[src/rtl/core/gedc_pkg.sv]
`default_nettype none

package gedc_pkg;

    // Default node limit
    localparam int MAX_NODES_DEF = 1024;

    // Field widths
    localparam int ID_W   = 16;
    localparam int DEG_W  = 11;
    localparam int NCNT_W = 11;
    localparam int ECNT_W = 20;
    localparam int DSUM_W = 21;

    // Edge bitmap word: at most 2**EDGE_SEL_MAX bits per word
    localparam int EDGE_SEL_MAX = 5;

    // Queue depths
    localparam int CMD_DEPTH = 2;
    localparam int RES_DEPTH = 2;
    localparam int RES_CNT_W = $clog2(RES_DEPTH + 1);

    // Classified request, front to back
    typedef struct packed {
        logic            rejected;
        logic            self_loop;
        logic [ID_W-1:0] lo;
        logic [ID_W-1:0] hi;
    } cmd_t;

    // Result item, back to output queue
    typedef struct packed {
        logic              is_new_edge;
        logic              rejected;
        logic [ID_W-1:0]   low_node;
        logic [ID_W-1:0]   high_node;
        logic [DEG_W-1:0]  low_degree;
        logic [DEG_W-1:0]  high_degree;
        logic [NCNT_W-1:0] node_count;
        logic [ECNT_W-1:0] edge_count;
        logic [DSUM_W-1:0] degree_sum;
    } res_t;

endpackage

`default_nettype wire

[src/rtl/core/gedc_front.sv]
`default_nettype none

module gedc_front #(
    parameter int MAX_NODES = gedc_pkg::MAX_NODES_DEF
) (
    input  wire logic                        push,
    input  wire logic [gedc_pkg::ID_W-1:0]   node_a,
    input  wire logic [gedc_pkg::ID_W-1:0]   node_b,
    input  wire logic                        clearing,
    input  wire logic                        cmd_full,
    output logic                             full,
    output logic                             cmd_push,
    output gedc_pkg::cmd_t                   cmd
);

    localparam logic [gedc_pkg::ID_W-1:0] LIMIT = gedc_pkg::ID_W'(MAX_NODES);

    // No requests while the memories are being cleared
    assign full     = cmd_full || clearing;
    assign cmd_push = push && !full;

    // Order the endpoints and classify
    always_comb
    begin
        if (node_a < node_b)
        begin
            cmd.lo = node_a;
            cmd.hi = node_b;
        end
        else
        begin
            cmd.lo = node_b;
            cmd.hi = node_a;
        end
        cmd.rejected  = (cmd.hi >= LIMIT);
        cmd.self_loop = (node_a == node_b);
    end

endmodule

`default_nettype wire

[config.mk]
export PLATFORM = sky130hd
export DESIGN_NAME = gedc_front
export DESIGN_NICKNAME = d
export VERILOG_FILES = /design/src/rtl/core/gedc_pkg.sv /design/src/rtl/core/gedc_front.sv
export SDC_FILE = /design/constraint.sdc
export NUM_CORES = 1
export LEC_CHECK = 0
export BUFFER_PORTS_ARGS = -buffer_cell sky130_fd_sc_hd__buf_2
export CORE_ASPECT_RATIO = 0.75
export CORE_UTILIZATION = 39
export DETAILED_ROUTE_END_ITERATION = 7
export PLACE_DENSITY = 0.84
export SLEW_MARGIN = 15
export SYNTH_ARGS = -nofsm -noshare
export SYNTH_HDL_FRONTEND = slang
export SYNTH_SLANG_ARGS = --single-unit
[constraint.sdc]
create_clock -name vclk -period 2
set_clock_uncertainty 0.1 [all_clocks]
set_input_delay 0.2 -clock vclk [all_inputs]
set_output_delay 0.2 -clock vclk [all_outputs]
set_load 0.01 [all_outputs]
# == Word-level counts from Yosys, hierarchy flattened ==
# Index checks and enable logic that the tools add are counted.
# totals
word_cells,7
register_bits,0
out_inout_bits,36
# classes
eq_ne,1
n_reduce_logical,3
n_mux,1
n_lt_le_gt_ge,2
# op_table
operator,count
32-bit two-way mux,1
16-bit equality test,1
"16-bit by 11-bit greater-or-equal comparator with 1-bit output, second input constant",1
16-bit less-than comparator,1
1-bit logical AND,1
1-bit logical NOT,1
1-bit logical OR,1

# == Longest topological paths before layout ==
# Gate-level depths: netlist of the first run.
# depth
depth_word,3
ltp_mapped,9

# == Worst setup path after synthesis of the first run ==
# Ideal clock, no wire load.
# synth_path
kind,input-to-output
from,in node_b[1] (netlist bit)
to,out cmd[14] (netlist bit)
setup_slack_ns,-0.237
cell_stages,9
arrival_time_ns,1.937
n_path_buf,2
path_cell_list,inv_1 ha_1 nor2b_4 o211ai_2 a2111oi_1 or4_1 buf_6 buf_12 mux2_4
# synth_rtl
element,line_no,rtl
from (decl),gedc_front.sv:8,"input wire logic [gedc_pkg::ID_W-1:0] node_b,"
to (decl),gedc_front.sv:13,output gedc_pkg::cmd_t cmd

==> results of run 1 <==
synthesized netlist by cell type (all sizes together), types with 2 or more instances:
master	n
a21o	2
a21oi	6
buf	4
ha	16
inv	17
mux2	32
nand3	2
nand4	5
nor3	2
or4	2
cell families (layout without fill, tap and decap cells):
group / after synthesis / count (layout) / share of synthesized area, %
AOI/OAI and AO/OA: 12 / 12 / 8.050
and+or+nand+nor: 16 / 16 / 10.06
muxes: 33 / 33 / 48.18
buffers and inverters: 21 / 123 / 13.58
adders and majority gates: 16 / 16 / 20.13
how the worst max path moves through the flow:
stage | slack, ns | cells past startpoint | startpoint | end
final | -0.67 | 11 | node_b[12] | cmd[20]
after global routing | -0.71 | 11 | node_b[14] | cmd[20]
after CTS | -0.47 | 11 | node_b[1] | cmd[29]
after detailed placement | -0.72 | 10 | node_b[1] | cmd[12]
after global placement | -0.66 | 10 | node_b[1] | cmd[10]
after floorplan | -0.20 | 9 | node_b[1] | cmd[14]
layer usage:
metal | wire [um] | up-vias | track usage, % | share of wire, %
met5 | 0 | - | 0 | 0
met4 | 276 | 0 | 16.74 | 5.9
met3 | 298 | 26 | 2.557 | 6.3
met2 | 2257 | 96 | 62.64 | 48
met1 | 1875 | 614 | 32.77 | 40
li1 | - | 569 | - | -
stage by stage:
step / worst slack (ns) / power (mW) / std cells / instance area, um2
CTS: -0.4653 / 0.7010 / 230 / 1969
detailed placement: -0.7163 / 0.4861 / 222 / 1533
floorplan: -0.2046 / 0.3251 / 98 / 1020
global route: -0.7090 / 0.7834 / 234 / 2026
global placement: -0.6592 / 0.4668 / 222 / 1533
finish: -0.6699 / 0.7520 / 234 / 2026
repair_timing:
item	in CTS	in global routing
buffers inserted	5	5
pin swaps	7	5
resized for setup	56	8
setup endpoints to repair	33	33
cloned	3	0
placed cells by master, fill, tap and decap left out, drive strengths merged:
cell type  Yosys  routed
or4            2       2
nor2           1       1
a21o           2       2
ha            16      16
a21oi          6       6
o21ai          1       1
nor2b          1       1
nand2          1       1
a2111oi        1       1
buf            4     106
nor3           2       2
nand3          2       2
nor4           1       1
a211oi         1       1
mux2          32      32
nand4          5       5
inv           17      17
o211ai         1       1
mux2i          1       1
or2            1       1
power by group through the flow:
stage | clock, mW | sequential, mW | combinational (mW)
global route | 0 | 0 | 0.783
floorplan | 0 | 0 | 0.325
finish | 0 | 0 | 0.752
detailed placement | 0 | 0 | 0.486
global placement | 0 | 0 | 0.467
CTS | 0 | 0 | 0.701
layout make-up:
type / count / area share, %
Inverter: 17 / 3.891
Multi-Input combinational cell: 77 / 48.49
Tap cell: 34 / 2.100
Timing Repair Buffer: 106 / 45.52
==> summary.md, run 1 <==
| Metric | Value |
|---|---|
| GRT Resource Usage Total | `31.51%` |
| Final core area utilization | `86.35%` |
| First-pass GRT wire length | `6.251 mm` |
| Switch share | `40.20%` |
| Detailed Route WL | `4.707 mm` |
| Core area | `0.002346 mm2` |
| DRC Markers | `0` |
| FF+latch area | `0 um2` |
| Final WS setup | `-0.6699 ns` |
| Initial antenna violation count | `0` |
| Top delay family on crit path | `simple AND/OR/NAND/NOR gates` |
| N_diodes | `0` |
| Gpl congestion | `0.7341` |
| Fin nets | `253` |
| Cells after synthesis | `98` |
| Slowest-stage cell, CP | `or4_4` |
| Synth warn | `0` |
| RSZ-0062 raised after global routing | `yes` |
| Total congestion overflow | `0` |
| Seq pwr share | `0%` |
| Vias in the first global route | `1308` |
| Post-synthesis sequential area ratio | `0%` |
| Worst endpoint required time | `1.70 ns` |
| Min-Delay Path Class | `in -> out` |
| CP cell instances | `buf_2 -> inv_1 -> ha_1 -> nand4_1 -> buf_4 -> a211oi_1 -> or4_4 -> buf_6 -> buf_8 -> mux2_4 -> buf_6` |
| Critical Path End Type | `primary output` |
| Most frequent CP cell | `buf_6` |
| IO Pins | `71` |
| Fillers | `111` |
| Synth top area share | `43.77%` |
| Final TNS setup | `-21.04 ns` |
| Synth-to-Final Area Change | `103.6%` |
| Relative slew margins | `73.76%` |
| Seq_cells | `0` |
| Top cells by area, synth | `mux2_4 44%, ha_1 20%, inv_1 6.4%` |
| Logic gate share of total power | `100.0%` |
| Clock power share | `0%` |
| CP Launch Type | `primary input` |
| Via count | `1305` |
| WP data arrival | `2.37 ns` |
| Die Width | `60.32 um` |
| Max Cap Viol | `0` |
| Die area | `0.002759 mm2` |
| CP Max Fanout | `8` |
| Average size of a mapped cell | `10.15 um2` |
| Tcrit/Tclk final | `133.5%` |
| WL/cell | `20.12 um` |
| Synthesized net count | `149` |
| First-pass iteration count of the detailed router | `4` |
| Largest net degree at the start of global routing | `9` |
| Initial Util | `42.40%` |
| Final hold vios | `0` |
| Port bufs | `71` |
| Failing checks | `setup timing` |
| Setup violators final | `33` |
| Status | `finished with violations` |
| Row count | `15` |
| Fmax achieved | `0.3746 GHz` |
| Multi-input logic area | `982.2 um2` |
| Buf/Inv on CP | `6` |
| Post-synth cell types | `22` |
| Slowest Stage Delay on Critical Path | `0.59 ns` |
| Die height | `45.74 um` |
| Min-Delay Endpoint | `full` |
| Int Pwr | `0.4497 mW` |
| Post-CTS Hold Fix Bufs | `0` |
| Worst slew pin tran | `0.3913 ns` |
| Mapped Area | `994.7 um2` |
| Min-delay src | `cmd_full` |
| Sw Pwr | `0.3023 mW` |
| Hpwl dp | `2.301 mm` |
| Leak | `1.073 nW` |
| Clock period minus worst slack | `2.670 ns` |
| Critical path class | `in -> out` |
| Pwr per Cell Area | `371.2 mW/mm2` |
| DRT iter0 DRCs | `72` |
| Pins Over Slew Limit | `0` |
| Peak VDD IR | `0.1809 mV` |
| Synth area leader | `mux2_4` |
| DRT antenna net count | `0` |
| Min Hold Slack | `0.5834 ns` |
| Share of post-route cells with drive strength above 1 | `78.00%` |
| DR vias/cell | `5.577` |
| Hold path depth | `3` |
| Clock buffers | `0` |
Power figures use the tool's default switching activity.
==> inputs of run 2 (changes only) <==
- CORE_UTILIZATION: 39 -> 40
- PLACE_DENSITY: 0.84 -> 0.83
- clock period: 2 -> 3.1 ns (I/O delays scaled with it)
==> run 2 against run 1 <==
Against the previous run:
- the run now ends clean
- design area down 34%
- die area down 2.4%
- total power down 62%
- highest routed layer is now met3
==> summary.md, run 2 (synthesized netlist as in run 1, its figures left out) <==
| Metric | Value |
|---|---|
| Post-CTS Hold Fix Bufs | `0` |
| Largest net degree at the start of global routing | `17` |
| Vias in the first global route | `859` |
| CP Launch Type | `primary input` |
| Post-route cell area | `0.001345 mm2` |
| Die height | `45.19 um` |
| Status | `complete, no violations` |
| Share of post-route cells with drive strength above 1 | `65.48%` |
| First-pass iteration count of the detailed router | `4` |
| Leak | `0.8114 nW` |
| Fillers | `219` |
| Fmax achieved | `0.3456 GHz` |
| Final core area utilization | `57.80%` |
| FF+latch area | `0 um2` |
| Tcrit/Tclk final | `93.33%` |
| Most frequent cells in the layout | `71 x buf_2, 29 x mux2_4, 17 x inv_1` |
| Critical Path End Type | `primary output` |
| IO Pins | `71` |
| Commonest non-fill, non-tap cell in the layout | `buf_2` |
| Row count | `15` |
| Placed Area | `0.001345 mm2` |
| Critical path class | `in -> out` |
| Fin nets | `221` |
| Setup Buffers After CTS | `0` |
| Clock period minus worst slack | `2.893 ns` |
| GRT Resource Usage Total | `16.34%` |
| Hpwl dp | `2.143 mm` |
| Clock buffers | `0` |
| Seq_cells | `0` |
| Peak VDD IR | `0.09554 mV` |
| DRT iter0 DRCs | `6` |
| Synth-to-Final Area Change | `35.22%` |
| Final hold vios | `0` |
| WL/cell | `11.89 um` |
| Initial Util | `42.74%` |
| Port bufs | `71` |
| Min-Delay Path Class | `in -> out` |
| Via count | `970` |
| Gpl congestion | `0.7084` |
| Multi-input logic area | `860.8 um2` |
| First-pass GRT wire length | `3.491 mm` |
| Setup violators final | `0` |
| DR vias/cell | `4.802` |
| WP data arrival | `2.48 ns` |
| Cts repair resizes | `0` |
| Worst endpoint required time | `2.69 ns` |
| Total congestion overflow | `0` |
| Die Width | `59.58 um` |
| DRC Markers | `0` |
| Pwr per Cell Area | `211.3 mW/mm2` |
| RSZ-0062 raised after global routing | `no` |
| Max Cap Viol | `0` |
| Relative slew margins | `76.45%` |
| DRT antenna net count | `0` |
| Die area | `0.002692 mm2` |
| Worst slew pin tran | `0.3523 ns` |
| Initial antenna violation count | `0` |
| N_diodes | `0` |
| Core area | `0.002327 mm2` |
| Pins Over Slew Limit | `0` |
| Detailed Route WL | `2.402 mm` |
| CP Max Fanout | `16` |
| Final TNS setup | `0 ns` |
run 2: cell types whose count changed in the layout (fill, tap and decap cells not counted), moves of 3 or more:
cell / delta
ha_4: -7
buf_12: -3
buf_2: +35
ha_1: +8
buf_6: -35
inv_1: +4
buf_4: -26
run 2: final cells by class:
cell class | instances | area share (%)
multi-input combinational | 77 | 64.00
tap | 34 | 3.163
timing repair buffer | 74 | 28.09
inverter | 17 | 4.744
run 2: worst max-delay path, stage by stage:
cell       delay (ns)
buf_2            0.10
inv_1            0.04
ha_1             0.28
nor2b_4          0.13
o211ai_2         0.13
a2111oi_1        0.10
or4_2            0.68
buf_4            0.26
mux2_4           0.32
buf_2            0.14
run 2: path summary, 6_finish.rpt:
path | start | slack (ns) | to | cells past startpoint
worst max-delay path | node_b[1] | 0.21 | cmd[24] | 10
worst min-delay path | cmd_full | 0.80 | full | 3
run 2: power breakdown:
part	internal, mW	switching (mW)	leakage [nW]
Sequential	0	0	0
Combinational	0.157	0.127	0.811
Clock	0	0	0
Total	0.157	0.127	0.811
run 2: per-stage QoR:
| step | instances | hold slack, ns | setup slack (ns) | power (mW) |
|---|---|---|---|---|
| after CTS | 202 | 0.8069 | 0.1951 | 0.2862 |
| after global routing | 202 | 0.8212 | 0.1103 | 0.3063 |
| after floorplan | 98 | 0.6071 | 0.6426 | 0.2076 |
| after detailed placement | 202 | 0.8063 | 0.2060 | 0.2851 |
| after global placement | 202 | 0.7989 | 0.2490 | 0.2752 |
| final | 202 | 0.8025 | 0.2067 | 0.2843 |
run 2: metal layers:
layer | part of all wire, % | global-route usage, % | vias to the layer above
met2 | 53 | 35.51 | 27
li1 | - | - | 503
met5 | 0 | 0 | -
met3 | 3.8 | 0 | 0
met4 | 0 | 0 | 0
met1 | 44 | 18.88 | 440
==> inputs of run 3 (changes only) <==
- CORE_MARGIN: not set -> 3
==> run 3 against run 2 <==
Against the previous run:
- global-route usage down 1.2 points
- utilization is 4.2 points higher
- routed wire length increased by 3.4%
- flip-flop and latch count unchanged
- worst hold slack improved by 0.012 ns
- critical path depth unchanged
- first-iteration DRC count grew to 5.2 times the previous value
- worst setup slack worse by 0.023 ns
- combinational power is essentially flat
- largest power group unchanged
- highest routed layer is now met4
==> summary.md, run 3 (synthesized netlist as in run 1, its figures left out) <==
| Metric | Value |
|---|---|
| WL/cell | `12.48 um` |
| Largest net degree at the start of global routing | `26` |
| Final TNS setup | `0 ns` |
| Critical path depth | `10` |
| Clock buffers | `0` |
| Cts repair resizes | `0` |
| First-pass GRT wire length | `4.112 mm` |
| Leak | `0.8108 nW` |
| Fin nets | `220` |
| Most frequent CP cell | `buf_2` |
| Max Cap Viol | `0` |
| WP data arrival | `2.51 ns` |
| Total congestion overflow | `0` |
| CP Launch Type | `primary input` |
| Slowest-stage cell, CP | `or4_2` |
| Hpwl dp | `2.169 mm` |
| Peak VDD IR | `0.08384 mV` |
| Die area | `0.003127 mm2` |
| N_diodes | `0` |
| Post-CTS Hold Fix Bufs | `0` |
| Vias in the first global route | `988` |
| Seq_cells | `0` |
| DRT antenna net count | `0` |
| GRT Resource Usage Total | `15.18%` |
| Top delay family on crit path | `simple AND/OR/NAND/NOR gates` |
| Initial antenna violation count | `0` |
| Worst slack, placed | `0.2183 ns` |
| Fmax achieved | `0.3429 GHz` |
| Via count | `988` |
| Core area | `0.002172 mm2` |
| Relative slew margins | `73.90%` |
| Most frequent cells in the layout | `71 x buf_2, 29 x mux2_4, 17 x inv_1` |
| Critical Path End Type | `primary output` |
| CP Max Fanout | `25` |
| Min-Delay Path Class | `in -> out` |
| Commonest non-fill, non-tap cell in the layout | `buf_2` |
| IO Pins | `71` |
| Placed Area | `0.001348 mm2` |
| Worst slew pin tran | `0.3905 ns` |
| RSZ-0062 raised after global routing | `no` |
| Setup Buffers After CTS | `0` |
| Post-route cell area | `0.001348 mm2` |
| DR vias/cell | `4.965` |
| Final WS setup | `0.1838 ns` |
| Min Hold Slack | `0.8143 ns` |
| Status | `complete, no violations` |
| Synth-to-Final Area Change | `35.47%` |
| Setup violators final | `0` |
| Total power after layout | `0.2870 mW` |
| Worst endpoint required time | `2.69 ns` |
| Die Width | `63.58 um` |
| Pins Over Slew Limit | `0` |
| CP cell instances | `buf_2 -> inv_1 -> ha_1 -> nor2b_4 -> o211ai_2 -> a2111oi_1 -> or4_2 -> buf_12 -> mux2_4 -> buf_2` |
| Port bufs | `71` |
| Clock period minus worst slack | `2.916 ns` |
| Buf/Inv on CP | `4` |
| DRC Markers | `0` |
| Pwr per Cell Area | `213.0 mW/mm2` |
| Tcrit/Tclk final | `94.07%` |
| Critical path class | `in -> out` |
| Hold path depth | `3` |
| Die height | `49.19 um` |
| Gpl congestion | `0.7405` |
| Final hold vios | `0` |
| Initial Util | `45.79%` |
| Share of post-route cells with drive strength above 1 | `65.27%` |
| DRT iter0 DRCs | `31` |
| Slowest Stage Delay on Critical Path | `0.72 ns` |
| First-pass iteration count of the detailed router | `4` |
| Detailed Route WL | `2.484 mm` |
| Row count | `14` |
| FF+latch area | `0 um2` |
-- run 3: changes by cell type in the layout (fill, tap and decap cells not counted) --
cell    change
buf_12      +1
buf_4       -2
-- run 3: through the flow --
step / utilization, % / instances
6_report: 62.04 / 199
5_1_grt: 62.04 / 199
4_1_cts: 62.04 / 199
3_5_place_dp: 62.04 / 199
3_3_place_gp: 62.04 / 199
2_1_floorplan: - / 98
-- run 3: path summary, 6_finish.rpt --
kind | startpoint | endpoint | slack [ns]
worst min-delay path | cmd_full | full | 0.81
worst max-delay path | node_b[1] | cmd[14] | 0.18
-- run 3: power by group --
part,total [mW],leakage [nW],internal (mW),switching [mW]
Sequential,0,0,0,0
Combinational,0.287,0.811,0.159,0.128
Clock,0,0,0,0
Total,0.287,0.811,0.159,0.128
-- run 3: metal layers --
metal	routed length (um)	share of wire, %	global-route usage (%)	vias to the layer above
met5	0	0	0	-
met1	982	40	17.53	441
met4	37	1.5	2.151	0
met3	205	8.3	2.304	6
met2	1259	51	29.64	43
li1	-	-	-	498
-- run 3: layout make-up --
class	instances	area (um2)
repair buffers	73	382.9
fillers	194	824.5
multi-input cells	77	860.8
well taps	32	40.04
inverters	17	63.81
-- run 3: tightest hold or removal path: stages --
cell and delay [ns]:
buf_2 0.07, or2_2 0.10, buf_2 0.12
