File: config.mk
export PLATFORM = sky130hd
export DESIGN_NAME = gedc_fifo
export DESIGN_NICKNAME = d
export VERILOG_FILES = /design/src/rtl/core/gedc_pkg.sv /design/src/rtl/core/gedc_fifo.sv
export SDC_FILE = /design/constraint.sdc
export NUM_CORES = 1
export LEC_CHECK = 0
export ABC_AREA = 1
export BUFFER_PORTS_ARGS = -buffer_cell sky130_fd_sc_hd__buf_2
export CAP_MARGIN = 20
export CORE_AREA = 2 2 39 41
export DETAILED_ROUTE_END_ITERATION = 8
export DIE_AREA = 0 0 41 43
export PLACE_DENSITY = 0.45
export SYNTH_ARGS = -nofsm -noshare
export SYNTH_HDL_FRONTEND = slang
export SYNTH_SLANG_ARGS = --single-unit
File: constraint.sdc
create_clock -name clk -period 1.8 [get_ports clk]
set_input_delay 0.36 -clock clk [delete_from_list [all_inputs] [get_ports clk]]
set_output_delay 0.36 -clock clk [all_outputs]
set_load 0.02 [all_outputs]
File: src/rtl/core/gedc_pkg.sv
`default_nettype none

package gedc_pkg;

    // Default node limit
    localparam int MAX_NODES_DEF = 1024;

    // Field widths
    localparam int ID_W   = 16;
    localparam int DEG_W  = 11;
    localparam int NCNT_W = 11;
    localparam int ECNT_W = 20;
    localparam int DSUM_W = 21;

    // Edge bitmap word: at most 2**EDGE_SEL_MAX bits per word
    localparam int EDGE_SEL_MAX = 5;

    // Queue depths
    localparam int CMD_DEPTH = 2;
    localparam int RES_DEPTH = 2;
    localparam int RES_CNT_W = $clog2(RES_DEPTH + 1);

    // Classified request, front to back
    typedef struct packed {
        logic            rejected;
        logic            self_loop;
        logic [ID_W-1:0] lo;
        logic [ID_W-1:0] hi;
    } cmd_t;

    // Result item, back to output queue
    typedef struct packed {
        logic              is_new_edge;
        logic              rejected;
        logic [ID_W-1:0]   low_node;
        logic [ID_W-1:0]   high_node;
        logic [DEG_W-1:0]  low_degree;
        logic [DEG_W-1:0]  high_degree;
        logic [NCNT_W-1:0] node_count;
        logic [ECNT_W-1:0] edge_count;
        logic [DSUM_W-1:0] degree_sum;
    } res_t;

endpackage

`default_nettype wire

File: src/rtl/core/gedc_fifo.sv
`default_nettype none

module gedc_fifo #(
    parameter int WIDTH = 1,
    parameter int DEPTH = gedc_pkg::CMD_DEPTH
) (
    input  wire logic                       clk,
    input  wire logic                       rst_n,
    input  wire logic                       push,
    input  wire logic [WIDTH-1:0]           push_data,
    input  wire logic                       pop,
    output logic      [WIDTH-1:0]           pop_data,
    output logic                            full,
    output logic                            empty,
    output logic [$clog2(DEPTH+1)-1:0]      count
);

    localparam int PW   = (DEPTH > 1) ? $clog2(DEPTH) : 1;
    localparam int CNTW = $clog2(DEPTH + 1);

    logic [WIDTH-1:0] mem [DEPTH];
    logic [PW-1:0]    wr_ptr_reg, wr_ptr_next;
    logic [PW-1:0]    rd_ptr_reg, rd_ptr_next;
    logic [CNTW-1:0]  count_reg, count_next;
    logic             do_push, do_pop;

    assign full     = (count_reg == CNTW'(DEPTH));
    assign empty    = (count_reg == '0);
    assign count    = count_reg;
    assign pop_data = mem[rd_ptr_reg];
    assign do_push  = push && !full;
    assign do_pop   = pop && !empty;

    // Pointer and occupancy update
    always_comb
    begin
        wr_ptr_next = wr_ptr_reg;
        rd_ptr_next = rd_ptr_reg;
        count_next  = count_reg;
        if (do_push)
        begin
            wr_ptr_next = (wr_ptr_reg == PW'(DEPTH - 1)) ? '0 : wr_ptr_reg + PW'(1);
        end
        if (do_pop)
        begin
            rd_ptr_next = (rd_ptr_reg == PW'(DEPTH - 1)) ? '0 : rd_ptr_reg + PW'(1);
        end
        case ({do_push, do_pop})
            2'b10:   count_next = count_reg + CNTW'(1);
            2'b01:   count_next = count_reg - CNTW'(1);
            default: count_next = count_reg;
        endcase
    end

    always_ff @(posedge clk or negedge rst_n)
    begin
        if (!rst_n)
        begin
            wr_ptr_reg <= '0;
            rd_ptr_reg <= '0;
            count_reg  <= '0;
        end
        else
        begin
            wr_ptr_reg <= wr_ptr_next;
            rd_ptr_reg <= rd_ptr_next;
            count_reg  <= count_next;
        end
    end

    // Storage
    always_ff @(posedge clk)
    begin
        if (do_push)
        begin
            mem[wr_ptr_reg] <= push_data;
        end
    end

endmodule

`default_nettype wire

# --- After elaboration in Yosys (flattened, before gate mapping) ---
# Memories as Yosys holds them, arrays and structs flattened.
# Index checks and enable logic that the tools add are counted.
# Widths: inputs -> output; s select.
op_classes:
  add_sub_neg: 4
  n_eq_ne: 3
  mux: 5
  reduce_logical: 6
op_table:
  columns: ["cell", "count"]
  rows:
  - ["$eq 2x2->1 const B", 2]
  - ["$mux 1", 4]
  - ["$pmux 2 s2", 1]
  - ["$add 1x1->1 const B", 2]
  - ["$add 2x1->2 const B", 1]
  - ["$eq 2x1->1 const B", 1]
  - ["$logic_and 1x1->1", 2]
  - ["$logic_not 1->1", 2]
  - ["$logic_not 2->1", 1]
  - ["$reduce_bool 2->1", 1]
  - ["$sub 2x1->2 const B", 1]
totals:
  reg_bits: 4
  ramBits: 2
  out_inout_bits: 5
  n_memories: 1
memory_table:
  columns: ["name", "depth", "width", "read_ports", "rd_ports_with_merged_regs", "wr", "line_no", "rtl"]
  rows:
  - ["mem", 2, 1, 1, 0, 1, "gedc_fifo.sv:21", "logic [WIDTH-1:0] mem [DEPTH];"]

# --- Depth between registers and ports, before layout ---
# Gate-level depths: netlist of run 1.
depth:
  depth_word: 5
  mapped_depth: 10
  ltp_nobuf: 10

# --- Worst setup path after synthesis of run 1 ---
# OpenSTA, ideal clock, no wires.
synth_path:
  kind: "register to register"
  start: "register count_reg[1], in the netlist count[1]"
  end: "register count_reg[1], in the netlist count[1]"
  arrival_time_ns: 1.292
  t_required_ns: 1.683
  slack_ns: 0.391
  stages_incl_launch_ff: 10
  n_path_buf: 0
  period_less_slack_ns: 1.409
  cell_sequence: "dfrtp_1 -> inv_1 -> nand2_2 -> nand2_2 -> inv_1 -> ha_1 -> inv_1 -> nand3_1 -> nand2_1 -> nand2_1"
synth_via:
  elab_chain_cells: 5
  word_cells_on_any_way: 12
  cone_classes: "2 x add/sub; 3 x eq/ne; 1 x mux; 6 x reduce/logical"
synth_lines:
  columns: ["element", "line_no", "rtl"]
  rows:
  - ["start: declaration", "gedc_fifo.sv:24", "logic [CNTW-1:0] count_reg, count_next;"]
  - ["start signal: assignment", "gedc_fifo.sv:67", "count_reg <= count_next;"]
  - ["$logic_not 2->1 (*)", "gedc_fifo.sv:28", "assign empty = (count_reg == '0);"]
  - ["$logic_not 1->1 (*)", "gedc_fifo.sv:32", "assign do_pop = pop && !empty;"]
  - ["$logic_and 1x1->1 (*)", "gedc_fifo.sv:32", null]
  - ["net do_pop", "gedc_fifo.sv:25", "logic do_push, do_pop;"]
  - ["$eq 2x1->1 / $eq 2x2->1 (equally long branches)", "gedc_fifo.sv:48", "case ({do_push, do_pop})"]
  - ["$pmux 2 s2 / $reduce_bool 2->1 (equally long branches)", null, null]
# Mark *: on every way through the listed nets, which the timed path passes. The rest lies on a longest branch.
# A chain may end at the register's enable or synchronous reset.

# --- Worst setup path after layout of run 1 ---
layout_path:
  start: "register count_reg[1], in the netlist count[1]"
  end: "output empty"
layout_via:
  elab_chain_cells: 1
layout_lines:
  columns: ["element", "line_no", "rtl"]
  rows:
  - ["$logic_not 2->1", "gedc_fifo.sv:28", null]
  - ["end: declaration", "gedc_fifo.sv:14", "output logic empty,"]
# No other way between the ends.

==> flow_metrics.tcl, run 1 <==
set metrics [dict create \
    cp-start-kind "register" \
    ys.warnings.count 0 \
    antenna_found_initial 0 \
    r2r-start "count[1]$_DFFE_PN0P_" \
    cts_resized 0 \
    clk_path_buf_depth 2 \
    syn_nets 44 \
    globalRouteTotalUtil 0.0891 \
    drive_gt1_frac 0.327 \
    finalWirelength_um 525 \
    finalCriticalPeriod_ns 1.42 \
    vias_per_cell 3.87 \
    whs_path_depth 1 \
    path_max_fanout 4 \
    fin_setup_tns_ns 0 \
    globalplace.congestion 0.680 \
    holdPathEnd "mem[1]$_DFFE_PP_" \
    grt_max_degree 7 \
    power_density_nw_per_um2 1810 \
    clock_skew_ns 0.00842 \
    syn_area_um2 313 \
    fin_ws_ns 0.383 \
    multi_input_area_um2 115 \
    status "finished clean" \
    grt_pass1_wl_um 931 \
    dp_hpwl_um 436 \
    hold_viol_final 0 \
    clk_latency_ns 0.24 \
    fin_nets 59 \
    syn_area_per_cell_um2 8.23 \
    die_w_um 41 \
    start_util 0.226 \
    cts_setup_buffers 0 \
    synth.ff_latch_count 6 \
    core-area_um2 1380 \
    area_delta_synth_final_pct 32.4 \
    wire_per_inst_um 7.72 \
    cts_buffers 3 \
    cp-end-kind "output port" \
    numPortBuffers 9 \
    h-tree-depth 1 \
    drt-initial-drc-count 4 \
    r2r_slack_ns 0.42 \
    min_path_type "input port to register" \
    synthCells 38 \
    drc 0 \
    cts_tree "done" \
    rr_endpoint "count[1]$_DFFE_PN0P_" \
    rsz0062_at_grt "false" \
    max-slew-margin-rel 0.839 \
    critPathArrivalTime_ns 1.06 \
    num_rows 14 \
    fp.dieArea_um2 1760 \
    finalPower_uw 748 \
    antenna_cells 0 \
    firstDrtPassIters 3 \
    post-place-ws_ns 0.409 \
    ant_nets 0 \
    crit_type "register to output port" \
    clock_sinks 6 \
    cts_hold_buf 1 \
    cp.required_ns 1.44 \
    reg2reg_depth 9 \
    die_h_um 43 \
    leakage_nw 0.236 \
    clk_pin_slew_worst_paths_ns 0.05 \
    fmax_mhz 706 \
    finalCritPeriodShare 0.787 \
    tightest_slew_ns 0.242 \
    grt_pass1_vias 255 \
    hp-start "push_data" \
    ir_worst_vdd_mv 0.480 \
    regArea_um2 160 \
    ys_seq_area_frac 0.512 \
    num_vias 263 \
    yosys.cell_types.count 13 \
    maxCapViolCount 0 \
    setup_viol 0 \
    ioPinCount 10 \
    overflow 0 \
    cts-root-buf "clkbuf_4" \
    maxSlewViolCount 0 \
    nFillCells 156 \
]
==> worst max path at each step <==
stage                               from                   end  slack (ns)  cells after the start
finish              count[1]$_DFFE_PN0P_                 empty        0.38                      4
global route        count[1]$_DFFE_PN0P_  count[1]$_DFFE_PN0P_        0.27                      9
CTS                 count[1]$_DFFE_PN0P_                 empty        0.37                      4
detailed placement  count[1]$_DFFE_PN0P_  count[1]$_DFFE_PN0P_        0.41                      9
global placement    count[1]$_DFFE_PN0P_  count[1]$_DFFE_PN0P_        0.41                      9
floorplan           count[1]$_DFFE_PN0P_  count[1]$_DFFE_PN0P_        0.39                      9
==> report_power, final <==
| part | internal, mW | switching [mW] |
|---|---|---|
| Sequential | 0.202 | 0.0460 |
| Clock | 0.0838 | 0.0455 |
| Combinational | 0.134 | 0.237 |
| Total | 0.420 | 0.329 |
==> critical path: stages (launching register included) <==
cell and delay, ns:
dfrtp_1 0.38, inv_1 0.15, nand2_2 0.09, inv_1 0.05, buf_2 0.15
==> placed cells by master (no fill, tap or decap) <==
cell	n
nand2_1	11
inv_1	9
buf_2	9
dfrtp_1	4
nand3_1	3
clkbuf_4	3
nand2_2	2
edfxtp_1	2
inv_2	1
nor2_2	1
o21ai_2	1
nor2_1	1
xnor2_1	1
nand4_1	1
ha_1	1
clkbuf_1	1
dlygate4sd3_1	1
==> cells in the mapped netlist <==
| cell | count | share of area |
|---|---|---|
| nand3_1 | 3 | 0.048 |
| xnor2_1 | 1 | 0.028 |
| inv_1 | 9 | 0.11 |
| nand2_2 | 2 | 0.040 |
| inv_2 | 1 | 0.012 |
| dfrtp_1 | 4 | 0.32 |
| edfxtp_1 | 2 | 0.19 |
| nor2_2 | 1 | 0.020 |
| ha_1 | 1 | 0.040 |
| o21ai_2 | 1 | 0.028 |
| nand2_1 | 11 | 0.13 |
| nand4_1 | 1 | 0.020 |
| nor2_1 | 1 | 0.012 |
==> kinds of logic (layout without fill, tap and decap cells) <==
| logic type | Yosys count | count (layout) | share of synthesized area |
|---|---|---|---|
| xor+xnor | 1 | 1 | 0.0280 |
| simple gates | 19 | 19 | 0.272 |
| buf+inv | 10 | 24 | 0.120 |
| fa+ha+maj | 1 | 1 | 0.0400 |
| compound gates | 1 | 1 | 0.0280 |
| flops | 6 | 6 | 0.512 |
==> layout make-up <==
cell class / instances / area share
Sequential cell: 6 / 0.387
Inverter: 10 / 0.0906
Timing Repair Buffer: 10 / 0.133
Clock buffer: 4 / 0.0634
Multi-Input combinational cell: 22 / 0.278
Tap cell: 16 / 0.0483
==> through the flow <==
step           utilization  instance area [um2]  instances  hold WS [ns]
2_1_floorplan            -                  313         38        0.0644
3_3_place_gp         0.273                  378         63         0.178
3_5_place_dp         0.273                  378         63         0.174
4_1_cts              0.299                  414         68         0.302
5_1_grt              0.299                  414         68         0.290
6_report             0.299                  414         68         0.310
==> layer usage <==
metal | GRT usage | wire, um | part of all wire | up-vias
met2 | 0.125 | 260 | 0.50 | 8
met3 | 0.0628 | 26 | 0.050 | 2
met1 | 0.0792 | 224 | 0.43 | 110
met5 | 0 | 0 | 0 | -
met4 | 0.0800 | 14 | 0.027 | 0
li1 | - | - | - | 143
Power figures use the tool's default switching activity.
==> inputs of run 2 (changes only) <==
- ABC_AREA: 1 -> 0
- PLACE_DENSITY: 0.45 -> 0.41
- clock period: 1.8 -> 1.5 ns (I/O delays scaled with it)
==> flow_metrics.tcl, run 2 <==
set metrics [dict create \
    ys_async_sr_fraction 0.667 \
    drc 0 \
    die_h_um 43 \
    clk_path_buf_depth 2 \
    ant_nets 0 \
    drt-initial-drc-count 0 \
    synthTopCellsByArea "dfrtp_1 (37%), edfxtp_1 (22%), xnor2_1 (9.8%)" \
    clock_skew_ns 0.00202 \
    fin_setup_tns_ns 0 \
    synthCells 21 \
    vias_per_cell 3.86 \
    maxCapViolCount 0 \
    min_path_type "input port to register" \
    ys.warnings.count 0 \
    cts_setup_buffers 0 \
    overflow 0 \
    tightest_slew_ns 0.168 \
    clock_sinks 6 \
    finalCriticalPeriod_ns 1.41 \
    cp-start-kind "register" \
    synthTopCellsByCount "dfrtp_1 (4), nor2_1 (3), xnor2_1 (3)" \
    start_util 0.193 \
    final_cell_mix "buf_2 (9), xnor2_1 (3), clkbuf_4 (3), dfrtp_1 (3)" \
    yosys.cell_types.count 12 \
    post-place-ws_ns 0.108 \
    synth.ff_latch_count 6 \
    maxSlewViolCount 0 \
    fin_nets 42 \
    core-area_um2 1380 \
    grt_pass1_wl_um 814 \
    syn_area_um2 268 \
    power_switching_uw 346 \
    die_w_um 41 \
    ys_seq_area_frac 0.598 \
    pwr-share-clk 0.193 \
    clk_pin_slew_worst_paths_ns 0.05 \
    pwr-share-seq 0.366 \
    pwr-share-comb 0.442 \
    layout_commonest_cell "buf_2" \
    hold-worst-slack_ns 0.238 \
    finalWirelength_um 509 \
    synth-edff-count 2 \
    cp.required_ns 1.20 \
    fmax_mhz 712 \
    yosysTopAreaCell "dfrtp_1" \
    setup_viol 0 \
    power_density_nw_per_um2 2320 \
    hold_viol_final 0 \
    p_sw_frac 0.399 \
    wire_per_inst_um 9.98 \
    ioPinCount 10 \
    syn_nets 27 \
    max-slew-margin-rel 0.888 \
    num_rows 14 \
    h-tree-depth 1 \
    internal_power_uw 520 \
    cp-end-kind "output port" \
    rsz0062_at_grt "false" \
    path_max_fanout 2 \
    critPathArrivalTime_ns 1.11 \
    cts-root-buf "clkbuf_4" \
    crit_type "register to output port" \
    syn_area_per_cell_um2 12.8 \
    fin_util 0.269 \
    grt_max_degree 6 \
    fin_ws_ns 0.0948 \
    antenna_cells 0 \
    numPortBuffers 9 \
    area_delta_synth_final_pct 39.3 \
    firstDrtPassIters 1 \
    finalCritPeriodShare 0.937 \
    globalplace.congestion 0.671 \
    status "finished clean" \
    ir_worst_vdd_mv 0.687 \
    grt_pass1_vias 197 \
    fp.dieArea_um2 1760 \
    drive_gt1_frac 0.457 \
    globalRouteTotalUtil 0.0718 \
    cts_buffers 3 \
    num_vias 197 \
    cts_tree "done" \
    antenna_found_initial 0 \
    ys.flop_type "dfrtp_1" \
    clk_latency_ns 0.25 \
    synth_most_common_cell "dfrtp_1" \
    leakage_nw 0.176 \
    synth_top_area_share 0.374 \
]
==> run 2: cell count changes in the layout (fill, tap and decap cells not counted), sizes merged <==
cell | previous run | this run
nand2 | 13 | 1
inv | 10 | 1
nand3 | 3 | 0
xnor2 | 1 | 3
xor2 | 0 | 2
and3 | 0 | 1
mux2 | 0 | 1
nand2b | 0 | 1
nand4 | 1 | 0
nor2 | 2 | 3
nor2b | 0 | 1
o21ai | 1 | 0
==> run 2: final cells by class <==
class	count	area, um2
clock buffer	4	26.3
fill	148	1010
inverter	1	3.75
multi-input combinational	14	106
sequential	6	161
tap	16	20.0
timing repair buffer	10	55.1
==> run 2: what timing repair did <==
item	CTS	global route
endpoints found under the hold margin	4	0
gates resized for setup	0	1
hold buffers	1	0
endpoints found under the setup margin	0	1
==> run 2: logic make-up after synthesis <==
group         Yosys count  synth area share
simple gates            7             0.136
flops                   6             0.598
xor+xnor                5             0.164
buf+inv                 1            0.0140
mux                     1            0.0421
fa+ha+maj               1            0.0467
==> run 2: worst paths after layout <==
path | from | end | slack, ns | depth (start not counted)
min reg2reg | rd_ptr_reg$_DFFE_PN0P_ | rd_ptr_reg$_DFFE_PN0P_ | 0.49 | 1
min in group asynchronous | rst_n | count[1]$_DFFE_PN0P_ | 0.40 | 2
max reg2reg | count[0]$_DFFE_PN0P_ | count[1]$_DFFE_PN0P_ | 0.13 | 5
min | push_data | mem[1]$_DFFE_PP_ | 0.24 | 1
max in group asynchronous | rst_n | count[0]$_DFFE_PN0P_ | 0.96 | 2
max | rd_ptr_reg$_DFFE_PN0P_ | pop_data | 0.09 | 2
==> run 2: worst max-delay path: stages, from the launching register on <==
cell and delay [ns]:
dfrtp_1 0.37, mux2_2 0.33, buf_2 0.16
==> run 2: power by group through the flow <==
stage / Clock, mW / Combinational (mW) / Sequential [mW]
6_report: 0.167 / 0.382 / 0.316
5_1_grt: 0.180 / 0.424 / 0.332
4_1_cts: 0.174 / 0.389 / 0.313
3_5_place_dp: 0 / 0.384 / 0.315
3_3_place_gp: 0 / 0.380 / 0.314
2_1_floorplan: 0 / 0.246 / 0.340
==> run 2: through the flow <==
step                      power [mW]  std cells  area, um2
final                          0.866         51        373
after global routing           0.937         51        373
after floorplan                0.586         21        270
after detailed placement       0.699         46        335
after global placement         0.694         46        335
after CTS                      0.876         51        372
==> run 2: metal layers <==
| layer | wire length, um | track usage | vias to the layer above |
|---|---|---|---|
| li1 | - | - | 96 |
| met5 | 0 | 0 | - |
| met4 | 14 | 0.0600 | 0 |
| met3 | 36 | 0.0157 | 2 |
| met2 | 250 | 0.100 | 7 |
| met1 | 207 | 0.0888 | 92 |
==> inputs of run 3 (changes only) <==
- CELL_PAD_IN_SITES_DETAIL_PLACEMENT: default -> 0
- CELL_PAD_IN_SITES_GLOBAL_PLACEMENT: default -> 2
- PLACE_DENSITY: 0.41 -> default
- PLACE_DENSITY_LB_ADDON: default -> 0.08
==> flow_metrics.tcl, run 3 (synthesized netlist as in run 2, its figures left out) <==
set metrics [dict create \
    clk_pin_slew_worst_paths_ns 0.05 \
    dp_hpwl_um 407 \
    globalRouteTotalUtil 0.0809 \
    wl_met3_um 32 \
    fp.dieArea_um2 1760 \
    multi_input_area_um2 106 \
    regArea_um2 161 \
    die_w_um 41 \
    setup_viol 0 \
    h-tree-depth 1 \
    firstDrtPassIters 4 \
    cpLargestDelayFamily "flip-flops" \
    fin_nets 43 \
    cts_tree "done" \
    met1_length_um 232 \
    nFillCells 158 \
    topRoutingLayerUsed "met4" \
    fin_setup_tns_ns 0 \
    vias_per_cell 3.85 \
    rsz0062_at_grt "false" \
    overflow 0 \
    globalplace.congestion 0.667 \
    final_cell_mix "buf_2 (9), xnor2_1 (3), clkbuf_4 (3), dfrtp_1 (3)" \
    cp.required_ns 1.20 \
    clock_skew_ns 0.000460 \
    die_h_um 43 \
    drt-initial-drc-count 1 \
    status "finished clean" \
    power_density_nw_per_um2 2280 \
    crit_type "register to output port" \
    finalCriticalPeriod_ns 1.40 \
    maxSlewViolCount 0 \
    cp_cell_sequence "nand2b_1 -> inv_1 -> buf_2" \
    clk_latency_ns 0.24 \
    cts_buffers 3 \
    ant_nets 0 \
    clock_sinks 6 \
    layout_commonest_cell "buf_2" \
    start_util 0.193 \
    area_delta_synth_final_pct 42.1 \
    cp-start-kind "register" \
    ir_worst_vdd_mv 0.539 \
    critPathArrivalTime_ns 1.10 \
    grt_max_degree 6 \
    numPortBuffers 9 \
    max-slew-margin-rel 0.897 \
    cp_slowest_cell "dfrtp_2" \
    finalCritPeriodShare 0.935 \
    leakage_nw 0.181 \
    post-place-ws_ns 0.0760 \
    wl_met2_um 250 \
    tightest_slew_ns 0.154 \
    clk_path_buf_depth 2 \
    antenna_found_initial 0 \
    grt_pass1_wl_um 848 \
    grt_pass1_vias 208 \
    drc 0 \
    fmax_mhz 713 \
    antenna_cells 0 \
    finalWirelength_um 535 \
    core-area_um2 1380 \
    min_path_type "input port to register" \
    num_rows 14 \
    ioPinCount 10 \
    cts-root-buf "clkbuf_4" \
    path_max_fanout 5 \
    cp-end-kind "output port" \
    wire_per_inst_um 10.3 \
    path_buf_inv 2 \
    fin_ws_ns 0.0971 \
    hold_viol_final 0 \
    drive_gt1_frac 0.472 \
    maxCapViolCount 0 \
    num_vias 200 \
    critPathMaxStageDelay_ns 0.44 \
]
[run 3: what timing repair did]
action | CTS | global route
hold buffers | 1 | 0
hold endpoints to repair | 4 | 0
gates resized for setup | 0 | 1
setup endpoints to repair | 0 | 2
buffers inserted | 0 | 0
[run 3: cell type report]
class / count / share of cell area
clock buffer: 4 / 0.0691
inverter: 1 / 0.00987
multi-input combinational: 14 / 0.280
sequential: 6 / 0.424
tap: 16 / 0.0526
timing repair buffer: 11 / 0.164
[run 3: worst paths after layout]
check                                       start                     end  slack, ns  cells after the start
setup / recovery             count[0]$_DFFE_PN0P_                    full        0.1                      3
hold / removal                          push_data        mem[0]$_DFFE_PP_       0.25                      1
setup reg to reg             count[0]$_DFFE_PN0P_    count[1]$_DFFE_PN0P_       0.12                      5
hold reg to reg            rd_ptr_reg$_DFFE_PN0P_  rd_ptr_reg$_DFFE_PN0P_       0.48                      1
min in group asynchronous                   rst_n  wr_ptr_reg$_DFFE_PN0P_       0.40                      2
max in group asynchronous                   rst_n    count[0]$_DFFE_PN0P_       0.96                      2
[run 3: per-layer routing]
layer,vias to the layer above,GRT usage
met5,-,0
met4,0,0.120
met3,2,0.0157
met2,7,0.0969
met1,94,0.0921
li1,97,-
[run 3: per-stage QoR]
step / hold WS (ns) / utilization / instances / power, mW / instance area, um2
6_report: 0.247 / 0.275 / 52 / 0.867 / 380
5_1_grt: 0.233 / 0.275 / 52 / 0.947 / 380
4_1_cts: 0.238 / 0.274 / 52 / 0.883 / 379
3_5_place_dp: 0.118 / 0.248 / 47 / 0.707 / 343
3_3_place_gp: 0.118 / 0.248 / 47 / 0.708 / 343
2_1_floorplan: 0.00441 / - / 21 / 0.586 / 270
[run 3: power by group]
part	internal, mW	leakage [nW]	total, mW	switching (mW)
Sequential	0.249	0.0642	0.316	0.0670
Clock	0.101	0.0150	0.160	0.0589
Combinational	0.178	0.101	0.391	0.213
